===== src/sla_pkg.sv =====
// Shared types, constants and the truncation suffix table for the serial line assembler.
package sla_pkg;

	localparam int LineMax   = 64;
	localparam int SuffixLen = 12;
	localparam int PrefixMax = LineMax - SuffixLen;
	localparam int AddrW     = $clog2(LineMax);
	localparam int LenW      = $clog2(LineMax + 1);
	localparam int SufIdxW   = $clog2(SuffixLen);

	localparam logic [7:0]  CharCr        = 8'h0D;
	localparam logic [7:0]  CharLf        = 8'h0A;
	localparam logic [15:0] IdleTicksInit = 16'd5000;
	localparam logic [15:0] TickMax       = 16'hFFFF;

	typedef logic [AddrW-1:0]   addr_t;
	typedef logic [LenW-1:0]    len_t;
	typedef logic [SufIdxW-1:0] suf_idx_t;

	typedef enum logic [1:0] {
		ACT_BYTE = 2'd0,
		ACT_TICK = 2'd1,
		ACT_DROP = 2'd2
	} action_t;

	typedef enum logic [1:0] {
		KIND_CHAR  = 2'd0,
		KIND_TRUNC = 2'd1,
		KIND_IDLE  = 2'd2
	} kind_t;

	typedef enum logic [1:0] {
		ST_IDLE,
		ST_SUFFIX,
		ST_READ,
		ST_SEND
	} state_t;

	// Characters of the " [truncated]" suffix.
	function automatic logic [7:0] suffix_char(input suf_idx_t idx);
		logic [7:0] c;
		c = 8'h20;
		case (idx)
			4'd0:    c = 8'h20;
			4'd1:    c = 8'h5B;
			4'd2:    c = 8'h74;
			4'd3:    c = 8'h72;
			4'd4:    c = 8'h75;
			4'd5:    c = 8'h6E;
			4'd6:    c = 8'h63;
			4'd7:    c = 8'h61;
			4'd8:    c = 8'h74;
			4'd9:    c = 8'h65;
			4'd10:   c = 8'h64;
			4'd11:   c = 8'h5D;
			default: c = 8'h20;
		endcase
		return c;
	endfunction

endpackage


===== src/sla_if.sv =====
// Handshake channel interfaces for input beats and result beats.
interface sla_in_if;
	logic       valid;
	logic       ready;
	logic [1:0] action;
	logic [7:0] byte_value;

	modport source (output valid, output action, output byte_value, input ready);
	modport sink (input valid, input action, input byte_value, output ready);
endinterface

interface sla_out_if;
	logic       valid;
	logic       ready;
	logic [1:0] kind;
	logic [7:0] char_out;
	logic       last;
	logic       stream_started;

	modport source (output valid, output kind, output char_out, output last,
		output stream_started, input ready);
	modport sink (input valid, input kind, input char_out, input last,
		input stream_started, output ready);
endinterface


===== src/sla_line_mem.sv =====
// Line character store: one write port and one read port with registered read data.
module sla_line_mem (
	input  logic                clk,
	input  logic                we,
	input  sla_pkg::addr_t      waddr,
	input  logic [7:0]          wdata,
	input  logic                re,
	input  sla_pkg::addr_t      raddr,
	output logic [7:0]          rdata
);

	logic [7:0] mem [sla_pkg::LineMax];
	logic [7:0] rdata_q;

	always_ff @(posedge clk) begin
		if (we) begin
			mem[waddr] <= wdata;
		end
		if (re) begin
			rdata_q <= mem[raddr];
		end
	end

	assign rdata = rdata_q;

endmodule


===== src/serial_line_assembler.sv =====
// Top level of the serial line assembler: control sequencer, registers and output stage.
//
// The block takes beats on byte_ch: action 0 carries a received byte, action 1 a time
// tick and action 2 discards the partial line. Result beats leave on result_ch: line
// characters (kind 0) with last and stream_started marks, a truncation notice (kind 1)
// and a stream idle notice (kind 2). cfg_we with cfg_wdata writes idle_ticks.
// Ordinary bytes, carriage returns, ticks and discards are handled in the idle state.
// A byte that overflows the line loads the truncation notice at once, then writes the
// twelve suffix characters into the line store. A line feed replays the stored line,
// up to 64 characters, one at a time: ST_READ reads a character from the line store
// (registered read data), then ST_SEND loads it into the output register, holding while
// the receiver stalls. The line store has a single read port, so these steps alternate.
// Reset returns every control register to its initial value, sets idle_ticks to 5000
// and marks the stream inactive; the line store needs no clearing because only written
// entries are ever read. When the receiver stalls, the output register holds its beat
// and the block stops accepting input until that beat is taken.
module serial_line_assembler (
	input  logic            clk,
	input  logic            arst_n,
	sla_in_if.sink          byte_ch,
	sla_out_if.source       result_ch,
	input  logic            cfg_we,
	input  logic [15:0]     cfg_wdata
);

	sla_pkg::state_t   state_q, state_d;
	sla_pkg::len_t     len_q, len_d;
	logic              trunc_q, trunc_d;
	logic              active_q, active_d;
	logic              started_q, started_d;
	logic [15:0]       ticks_q, ticks_d;
	logic [15:0]       idle_ticks_q;
	sla_pkg::addr_t    rd_idx_q, rd_idx_d;
	sla_pkg::suf_idx_t suf_idx_q, suf_idx_d;

	// Output stage.
	logic              out_valid_q;
	logic [1:0]        kind_q;
	logic [7:0]        char_q;
	logic              last_q;
	logic              started_out_q;

	logic              out_free;
	logic              in_ready;
	logic              accept;
	logic              out_load;
	sla_pkg::kind_t    out_kind;
	logic [7:0]        out_char;
	logic              out_last;
	logic              out_started;
	logic [15:0]       tick_next;

	// Line store port signals.
	logic              mem_we;
	sla_pkg::addr_t    mem_waddr;
	logic [7:0]        mem_wdata;
	logic              mem_re;
	logic [7:0]        mem_rdata;

	sla_line_mem u_line_mem (
		.clk   (clk),
		.we    (mem_we),
		.waddr (mem_waddr),
		.wdata (mem_wdata),
		.re    (mem_re),
		.raddr (rd_idx_q),
		.rdata (mem_rdata)
	);

	assign out_free  = !out_valid_q || result_ch.ready;
	assign accept    = byte_ch.valid && in_ready;
	assign tick_next = (ticks_q == sla_pkg::TickMax) ? ticks_q : ticks_q + 16'd1;

	always_comb begin
		state_d     = state_q;
		len_d       = len_q;
		trunc_d     = trunc_q;
		active_d    = active_q;
		started_d   = started_q;
		ticks_d     = ticks_q;
		rd_idx_d    = rd_idx_q;
		suf_idx_d   = suf_idx_q;
		in_ready    = 1'b0;
		mem_we      = 1'b0;
		mem_waddr   = len_q[sla_pkg::AddrW-1:0];
		mem_wdata   = byte_ch.byte_value;
		mem_re      = 1'b0;
		out_load    = 1'b0;
		out_kind    = sla_pkg::KIND_CHAR;
		out_char    = 8'h00;
		out_last    = 1'b0;
		out_started = 1'b0;

		unique case (state_q)
			sla_pkg::ST_IDLE: begin
				in_ready = out_free;
				if (accept) begin
					case (byte_ch.action)
						sla_pkg::ACT_BYTE: begin
							if (byte_ch.byte_value == sla_pkg::CharCr) begin
								// Carriage returns are dropped.
							end else if (byte_ch.byte_value == sla_pkg::CharLf) begin
								trunc_d = 1'b0;
								if (len_q != '0) begin
									started_d = !active_q;
									active_d  = 1'b1;
									ticks_d   = '0;
									rd_idx_d  = '0;
									state_d   = sla_pkg::ST_READ;
								end
							end else if (!trunc_q) begin
								if (len_q < sla_pkg::LenW'(sla_pkg::PrefixMax)) begin
									mem_we = 1'b1;
									len_d  = len_q + sla_pkg::LenW'(1);
								end else begin
									// The line is full: append the suffix and report it.
									trunc_d   = 1'b1;
									len_d     = sla_pkg::LenW'(sla_pkg::LineMax);
									suf_idx_d = '0;
									state_d   = sla_pkg::ST_SUFFIX;
									out_load  = 1'b1;
									out_kind  = sla_pkg::KIND_TRUNC;
								end
							end
						end
						sla_pkg::ACT_TICK: begin
							ticks_d = tick_next;
							if (active_q && tick_next >= idle_ticks_q) begin
								active_d = 1'b0;
								out_load = 1'b1;
								out_kind = sla_pkg::KIND_IDLE;
							end
						end
						sla_pkg::ACT_DROP: begin
							len_d   = '0;
							trunc_d = 1'b0;
						end
						default: begin
						end
					endcase
				end
			end
			sla_pkg::ST_SUFFIX: begin
				mem_we    = 1'b1;
				mem_waddr = sla_pkg::AddrW'(sla_pkg::PrefixMax)
					+ sla_pkg::AddrW'(suf_idx_q);
				mem_wdata = sla_pkg::suffix_char(suf_idx_q);
				if (suf_idx_q == sla_pkg::SufIdxW'(sla_pkg::SuffixLen - 1)) begin
					state_d = sla_pkg::ST_IDLE;
				end else begin
					suf_idx_d = suf_idx_q + sla_pkg::SufIdxW'(1);
				end
			end
			sla_pkg::ST_READ: begin
				mem_re  = 1'b1;
				state_d = sla_pkg::ST_SEND;
			end
			sla_pkg::ST_SEND: begin
				if (out_free) begin
					out_load    = 1'b1;
					out_kind    = sla_pkg::KIND_CHAR;
					out_char    = mem_rdata;
					out_last    = ({1'b0, rd_idx_q} + sla_pkg::LenW'(1)) == len_q;
					out_started = started_q && (rd_idx_q == '0);
					if (out_last) begin
						len_d   = '0;
						state_d = sla_pkg::ST_IDLE;
					end else begin
						rd_idx_d = rd_idx_q + sla_pkg::AddrW'(1);
						state_d  = sla_pkg::ST_READ;
					end
				end
			end
			default: begin
				state_d = sla_pkg::ST_IDLE;
			end
		endcase
	end

	always_ff @(posedge clk or negedge arst_n) begin
		if (!arst_n) begin
			state_q      <= sla_pkg::ST_IDLE;
			len_q        <= '0;
			trunc_q      <= 1'b0;
			active_q     <= 1'b0;
			started_q    <= 1'b0;
			ticks_q      <= '0;
			idle_ticks_q <= sla_pkg::IdleTicksInit;
			rd_idx_q     <= '0;
			suf_idx_q    <= '0;
			out_valid_q  <= 1'b0;
		end else begin
			state_q   <= state_d;
			len_q     <= len_d;
			trunc_q   <= trunc_d;
			active_q  <= active_d;
			started_q <= started_d;
			ticks_q   <= ticks_d;
			rd_idx_q  <= rd_idx_d;
			suf_idx_q <= suf_idx_d;
			if (cfg_we) begin
				idle_ticks_q <= cfg_wdata;
			end
			if (out_load) begin
				out_valid_q <= 1'b1;
			end else if (result_ch.ready) begin
				out_valid_q <= 1'b0;
			end
		end
	end

	// Result payload needs no reset; it is qualified by out_valid_q.
	always_ff @(posedge clk) begin
		if (out_load) begin
			kind_q        <= out_kind;
			char_q        <= out_char;
			last_q        <= out_last;
			started_out_q <= out_started;
		end
	end

	assign byte_ch.ready            = in_ready;
	assign result_ch.valid          = out_valid_q;
	assign result_ch.kind           = kind_q;
	assign result_ch.char_out       = char_q;
	assign result_ch.last           = last_q;
	assign result_ch.stream_started = started_out_q;

endmodule


===== src/flat_wrapper.sv =====
// flat-port wrapper written by rule: the top's interface ports become plain ports
module serial_line_assembler_flat 
  (clk, arst_n, cfg_we, cfg_wdata, byte_ch_valid, byte_ch_action, byte_ch_byte_value, byte_ch_ready, result_ch_valid, result_ch_kind, result_ch_char_out, result_ch_last, result_ch_stream_started, result_ch_ready);
  sla_in_if byte_ch_i ();
  sla_out_if result_ch_i ();
  input  logic clk;
  input  logic arst_n;
  input  logic cfg_we;
  input  logic [15:0] cfg_wdata;
  input wire logic [$bits(byte_ch_i.valid)-1:0] byte_ch_valid;
  input wire logic [$bits(byte_ch_i.action)-1:0] byte_ch_action;
  input wire logic [$bits(byte_ch_i.byte_value)-1:0] byte_ch_byte_value;
  output wire logic [$bits(byte_ch_i.ready)-1:0] byte_ch_ready;
  output wire logic [$bits(result_ch_i.valid)-1:0] result_ch_valid;
  output wire logic [$bits(result_ch_i.kind)-1:0] result_ch_kind;
  output wire logic [$bits(result_ch_i.char_out)-1:0] result_ch_char_out;
  output wire logic [$bits(result_ch_i.last)-1:0] result_ch_last;
  output wire logic [$bits(result_ch_i.stream_started)-1:0] result_ch_stream_started;
  input wire logic [$bits(result_ch_i.ready)-1:0] result_ch_ready;
  assign byte_ch_i.valid = byte_ch_valid;
  assign byte_ch_i.action = byte_ch_action;
  assign byte_ch_i.byte_value = byte_ch_byte_value;
  assign byte_ch_ready = byte_ch_i.ready;
  assign result_ch_valid = result_ch_i.valid;
  assign result_ch_kind = result_ch_i.kind;
  assign result_ch_char_out = result_ch_i.char_out;
  assign result_ch_last = result_ch_i.last;
  assign result_ch_stream_started = result_ch_i.stream_started;
  assign result_ch_i.ready = result_ch_ready;
  serial_line_assembler u_core (.clk(clk), .arst_n(arst_n), .byte_ch(byte_ch_i), .result_ch(result_ch_i), .cfg_we(cfg_we), .cfg_wdata(cfg_wdata));
endmodule

===== config.mk =====
export PLATFORM = sky130hd
export DESIGN_NAME = serial_line_assembler_flat
export DESIGN_NICKNAME = d
export VERILOG_FILES = /design/src/sla_pkg.sv /design/src/sla_if.sv /design/src/sla_line_mem.sv /design/src/serial_line_assembler.sv /design/src/flat_wrapper.sv
export SDC_FILE = /design/constraint.sdc
export NUM_CORES = 1
export LEC_CHECK = 0
export BUFFER_PORTS_ARGS = -buffer_cell sky130_fd_sc_hd__buf_2
export CAP_MARGIN = 10
export CORE_UTILIZATION = 57
export DETAILED_ROUTE_END_ITERATION = 7
export PLACE_DENSITY = 0.73
export REMOVE_ABC_BUFFERS = 1
export SLEW_MARGIN = 20
export SYNTH_ARGS = -nofsm -noshare
export SYNTH_HDL_FRONTEND = slang
export SYNTH_SLANG_ARGS = --single-unit

===== constraint.sdc =====
create_clock -name clk -period 14.4 [get_ports clk]
set_clock_uncertainty 0.1 [all_clocks]
set_input_delay 2.16 -clock clk [delete_from_list [all_inputs] [get_ports clk]]
set_output_delay 2.16 -clock clk [all_outputs]
set_load 0.01 [all_outputs]

# After elaboration in Yosys (flattened, before gate mapping)
# Memory sizes are Yosys's and may differ from the RTL's. A register that Yosys moved wholly into a read port is not among the register bits.
# Index checks and enable logic that the tools add are counted.
[totals]
register_bits = 67
mem_bits_rw = 512
rom_bits = 112
out_inout_bits = 14
elab_cells = 164
mem_count = 2
[memory_table]
columns = ["memory", "words", "word_bits", "read_ports", "rd_clocked_by_memory_dff", "wr", "line_no", "rtl"]
rows = [
  ["u_core.u_line_mem.mem", 64, 8, 1, 1, 1, "sla_line_mem.sv:12", "logic [7:0] mem [sla_pkg::LineMax];"],
  ["(no name shown)", 16, 7, 1, 0, 0, "sla_pkg.sv:43", "case (idx)"],
]
[op_classes]
addsub = 6
order_cmp = 2
eq_ne = 34
muxes = 80
bitwise_logic = 1
reduce_logical = 25
[op_table]
columns = ["cell", "count"]
rows = [
  ["$mux 16", 4],
  ["$mux 7", 7],
  ["$mux 6", 8],
  ["$pmux 16 s2", 1],
  ["$reduce_and 8->1", 4],
  ["$mux 2", 14],
  ["$mux 4", 7],
  ["$pmux 7 s2", 2],
  ["$mux 1", 27],
  ["$ne 2x1->1 const B", 9],
  ["$ne 3x3->1 const B", 6],
  ["$add 16x1->16 const B", 1],
  ["$eq 16x16->1 const B", 1],
  ["$eq 8x4->1 const B", 2],
  ["$ge 16x16->1", 1],
  ["$ne 2x2->1 const B", 8],
  ["$pmux 6 s2", 1],
  ["$reduce_and 6->1", 2],
  ["$pmux 1 s2", 5],
  ["$reduce_bool 2->1", 5],
  ["$mux 8", 1],
  ["$pmux 2 s4", 1],
  ["$pmux 4 s2", 1],
  ["$add 6x1->7 const B", 1],
  ["21 further kinds", 29],
]

# Logic depth before layout (Yosys ltp)
[depth]
ltp_word = 10
depth_mapped = 16
ltp_nobuf = 14

# Modules after synthesis
# A second synthesis with hierarchy kept.
[unflattened]
cells_unflattened = 1491
area_unflattened_um2 = 24946.4
[modules_own_cells]
columns = ["mod", "n_inst", "cells_each", "area_each_um2"]
rows = [
  ["sla_line_mem", 1, 972, 20270.7],
  ["serial_line_assembler", 1, 519, 4675.7],
]

# Least setup slack after synthesis
# OpenSTA, ideal clock, no wires.
[synth_path]
kind = "in2reg"
from = "in byte_ch_byte_value[2]"
to = "mem u_core.u_line_mem.mem[0][2] (data pin)"
setup_ps = 702
arrival_time_ps = 4720
t_required_ps = 13598
path_slack_ps = 8878
stages = 2
n_path_buf = 0
path_cell_list = "inv_1 > o21ai_0"
[synth_via]
elab_chain_len = 1
[synth_rtl]
columns = ["element", "line_no", "rtl"]
rows = [
  ["start, declared", "flat_wrapper.sv:12", "input wire logic [$bits(byte_ch_i.byte_value)-1:0] byte_ch_byte_value;"],
  ["$mux 8", "serial_line_assembler.sv:94", "unique case (state_q)"],
  ["named net u_core.mem_wdata[2]", "serial_line_assembler.sv:56", "logic [7:0] mem_wdata;"],
  ["end, declared", "sla_line_mem.sv:12", ""],
]
# The timed path passes the listed nets, and every way through them passes these cells.

# Worst setup path in the final report
[layout_path]
from = "in result_ch_ready"
to = "out byte_ch_ready"
[layout_via]
elab_chain_len = 2
[layout_rtl]
columns = ["element", "line_no", "rtl"]
rows = [
  ["start, declared", "flat_wrapper.sv:19", "input wire logic [$bits(result_ch_i.ready)-1:0] result_ch_ready;"],
  ["$logic_or 1x1->1", "serial_line_assembler.sv:70", "assign out_free = !out_valid_q || result_ch.ready;"],
  ["$mux 1", "serial_line_assembler.sv:94", ""],
  ["end, declared", "flat_wrapper.sv:13", "output wire logic [$bits(byte_ch_i.ready)-1:0] byte_ch_ready;"],
]
# Every way passes these cells.

==> run metrics <==
outcome=finished, final reports clean; largest net degree at the start of global routing=65; # DRC=0; Area Growth Syn to Fin=11.6%; Fillers=2,884; Buf/Inv on CP=2; endpoints failing hold=0; critical path class=input pin to primary output; fin crit share=36.3%; clock period minus final worst setup slack=5.23 ns; slowest stage delay, CP=0.32 ns; Max FO, Critical Path=14; initial antenna violation count=0; share of the synthesized area in the top cell type=64.5%; number of setup violations in the final report=0; detailed router's first-iteration violation count=1,636; crit start category=input pin; clock root cell=clkbuf_16; pre-CTS setup slack=9.04 ns; leakage=9.30 nW; WP data required=12.14 ns; multi-input logic area=6990 µm²; drt wl/cell=27.1 µm; synth cell count leaders=edfxtp_1 (532), mux4_2 (133), nor2_1 (109); CP startpoint=result_ch_ready; crit-path cells=buf_2 -> nand2b_1 -> and2_1 -> buf_2; nets@finish=1,515; slowest cell on the critical path=nand2b_1; worst min-delay path class=flop to flop; Reg area=17,400 µm²; Setup Fix Bufs, Post-CTS=0; top-count cell post-synth=edfxtp_1; H-tree level count=2; count of cell types in the netlist=77; Routed WL=56.4 mm; hold buffers post-CTS=0; total CTS buffers=57; mean post-synth cell area=17.7 µm²; clock slew at reported path FFs=0.06 ns; final core utilization=64.3%; Crit Reg-Reg Startpoint=u_core.ticks_q[2]$_DFFE_PN0P_; Synthesis Warnings=0; All-Layer GR Usage=26.2%; share of cells above drive strength 1=21.9%; ys async rst share=9.37%; fin. max-slew vios=0; Clock Sinks=587; area of the core=43,000 µm²; Vias=13,400; port bufs=44; most frequent CP cell=buf_2; DIE AREA=44,300 µm²; synth top area cells=edfxtp_1 (64%), mux4_2 (12%), dfrtp_1 (5.1%); Synth Flop Type=edfxtp_1; Worst Setup End Kind=primary output; Peak supply drop=0.152 mV; EDFF count, synth=532; Setup TNS=0 ns; R2R setup slack=9.84 ns; Gate Count Post-Synth=1,400; Fmax achieved=191 MHz; post_cts resized=0; DIE WIDTH=210 µm; CTS tree=yes; Worst-Skew Late Latency=0.62 ns; top cell type by total area after synthesis=edfxtp_1; Slew HR=24.0%; Final Wtd Congestion=0.924; Crit. path cell count=4; Worst Tran Pin Value=1.14 ns; Post-Syn Area=24,800 µm²; via density per instance=6.45; worst hold slack=0.404 ns; R2R Path End=u_core.result_ch.kind[1]$_SDFFCE_PN0P_; sequential share of the synthesized area=70.1%; dpl hpwl=35.0 mm; RSZ-0062 raised after global routing=no; Top delay family on crit path=simple AND/OR/NAND/NOR gates; GRT Residual Overflow=0; first-pass GRT wire length=84.7 mm; Max Cap Violations=0; vias in the first global route=13,100; # rows=76; post-route setup slack=9.17 ns; Power per Cell Area=207 nW/µm²; worst path arrival time=2.97 ns; Initial Util=57.6%; io pins=45; die height=210 µm; clock buffer depth=3; Setup crit end=byte_ch_ready; drt pass-1 iters=5; FF-to-FF path depth=12; #FFs+latches synth=587; Detail Route Antenna Nets=0
per-stage QoR:
| step | power, mW | instance area (µm²) | std cells |
|---|---|---|---|
| 3_5_place_dp | 4.13 | 25600 | 1975 |
| 3_3_place_gp | 4.11 | 25600 | 1975 |
| 2_1_floorplan | 3.56 | 24400 | 1331 |
| 5_1_grt | 5.93 | 27600 | 2081 |
| 4_1_cts | 5.75 | 27600 | 2081 |
| 6_report | 5.74 | 27600 | 2082 |
cells by family after synthesis:
logic type	after synthesis	share of synthesized area, %
DFF	587	70.1
and+or+nand+nor	278	5.34
muxes	196	15.0
AOI/OAI and AO/OA	173	4.83
buffers and inverters	107	2.07
adders and majority gates	35	1.77
xor gates and xnor gates	24	0.879
cell usage in the layout, fill, tap and decap left out, types with 36 or more instances in the layout:
master     count
dfrtp_1       47
nand2_1       57
nor2_1       109
inv_1         36
mux2i_1       42
o21ai_0       37
buf_2         44
edfxtp_1     532
mux4_2       133
clkbuf_16     57
registers in the layout (all words and copies together) (netlist names), 2 cells and up:
signal / count
u_core.state_q: 2
u_core.result_ch.char_out: 8
u_core.suf_idx_q: 4
u_core.idle_ticks_q: 16
u_core.rd_idx_q: 6
u_core.ticks_q: 16
u_core.len_q: 7
u_core.result_ch.kind: 2
u_core.u_line_mem.mem: 512
u_core.u_line_mem.rdata: 8
final cells by class:
type / instances / area share, %
Sequential cell: 587 / 62.8
Multi-Input combinational cell: 706 / 25.3
Clock buffer: 60 / 5.20
Tap cell: 585 / 2.65
Clock inverter: 46 / 2.30
Timing Repair Buffer: 59 / 1.20
Inverter: 38 / 0.516
Antenna cell: 1 / 0.00905
where the power goes:
group,switching [mW],leakage (nW),internal (mW),total (mW)
registers,0.149,5.50,2.22,2.37
clock network,0.650,1.01,0.982,1.63
logic,1.08,2.79,0.648,1.73
how the worst min path moves through the flow:
stage / startpoint / slack [ns] / to / cells past startpoint
after floorplan: u_core.active_q$_DFFE_PN0P_ / 0.36 / u_core.started_q$_DFFE_PN0P_ / 1
after global placement: u_core.active_q$_DFFE_PN0P_ / 0.38 / u_core.started_q$_DFFE_PN0P_ / 1
after detailed placement: u_core.active_q$_DFFE_PN0P_ / 0.39 / u_core.started_q$_DFFE_PN0P_ / 1
after CTS: u_core.active_q$_DFFE_PN0P_ / 0.40 / u_core.started_q$_DFFE_PN0P_ / 1
after global routing: u_core.idle_ticks_q[9]$_DFFE_PN1P_ / 0.43 / u_core.idle_ticks_q[9]$_DFFE_PN1P_ / 2
final: u_core.active_q$_DFFE_PN0P_ / 0.40 / u_core.started_q$_DFFE_PN0P_ / 1
routing by layer:
| layer | global-route usage, % | share of wire, % | routed length (µm) | vias up |
|---|---|---|---|---|
| met5 | 0 | 0 | 0 | - |
| met4 | 8.40 | 2.8 | 1580 | 0 |
| met3 | 4.42 | 8.9 | 4990 | 101 |
| met2 | 38.9 | 46 | 26000 | 735 |
| met1 | 40.0 | 42 | 23800 | 6873 |
| li1 | - | - | - | 5726 |
(Power assumes the default switching activity.)
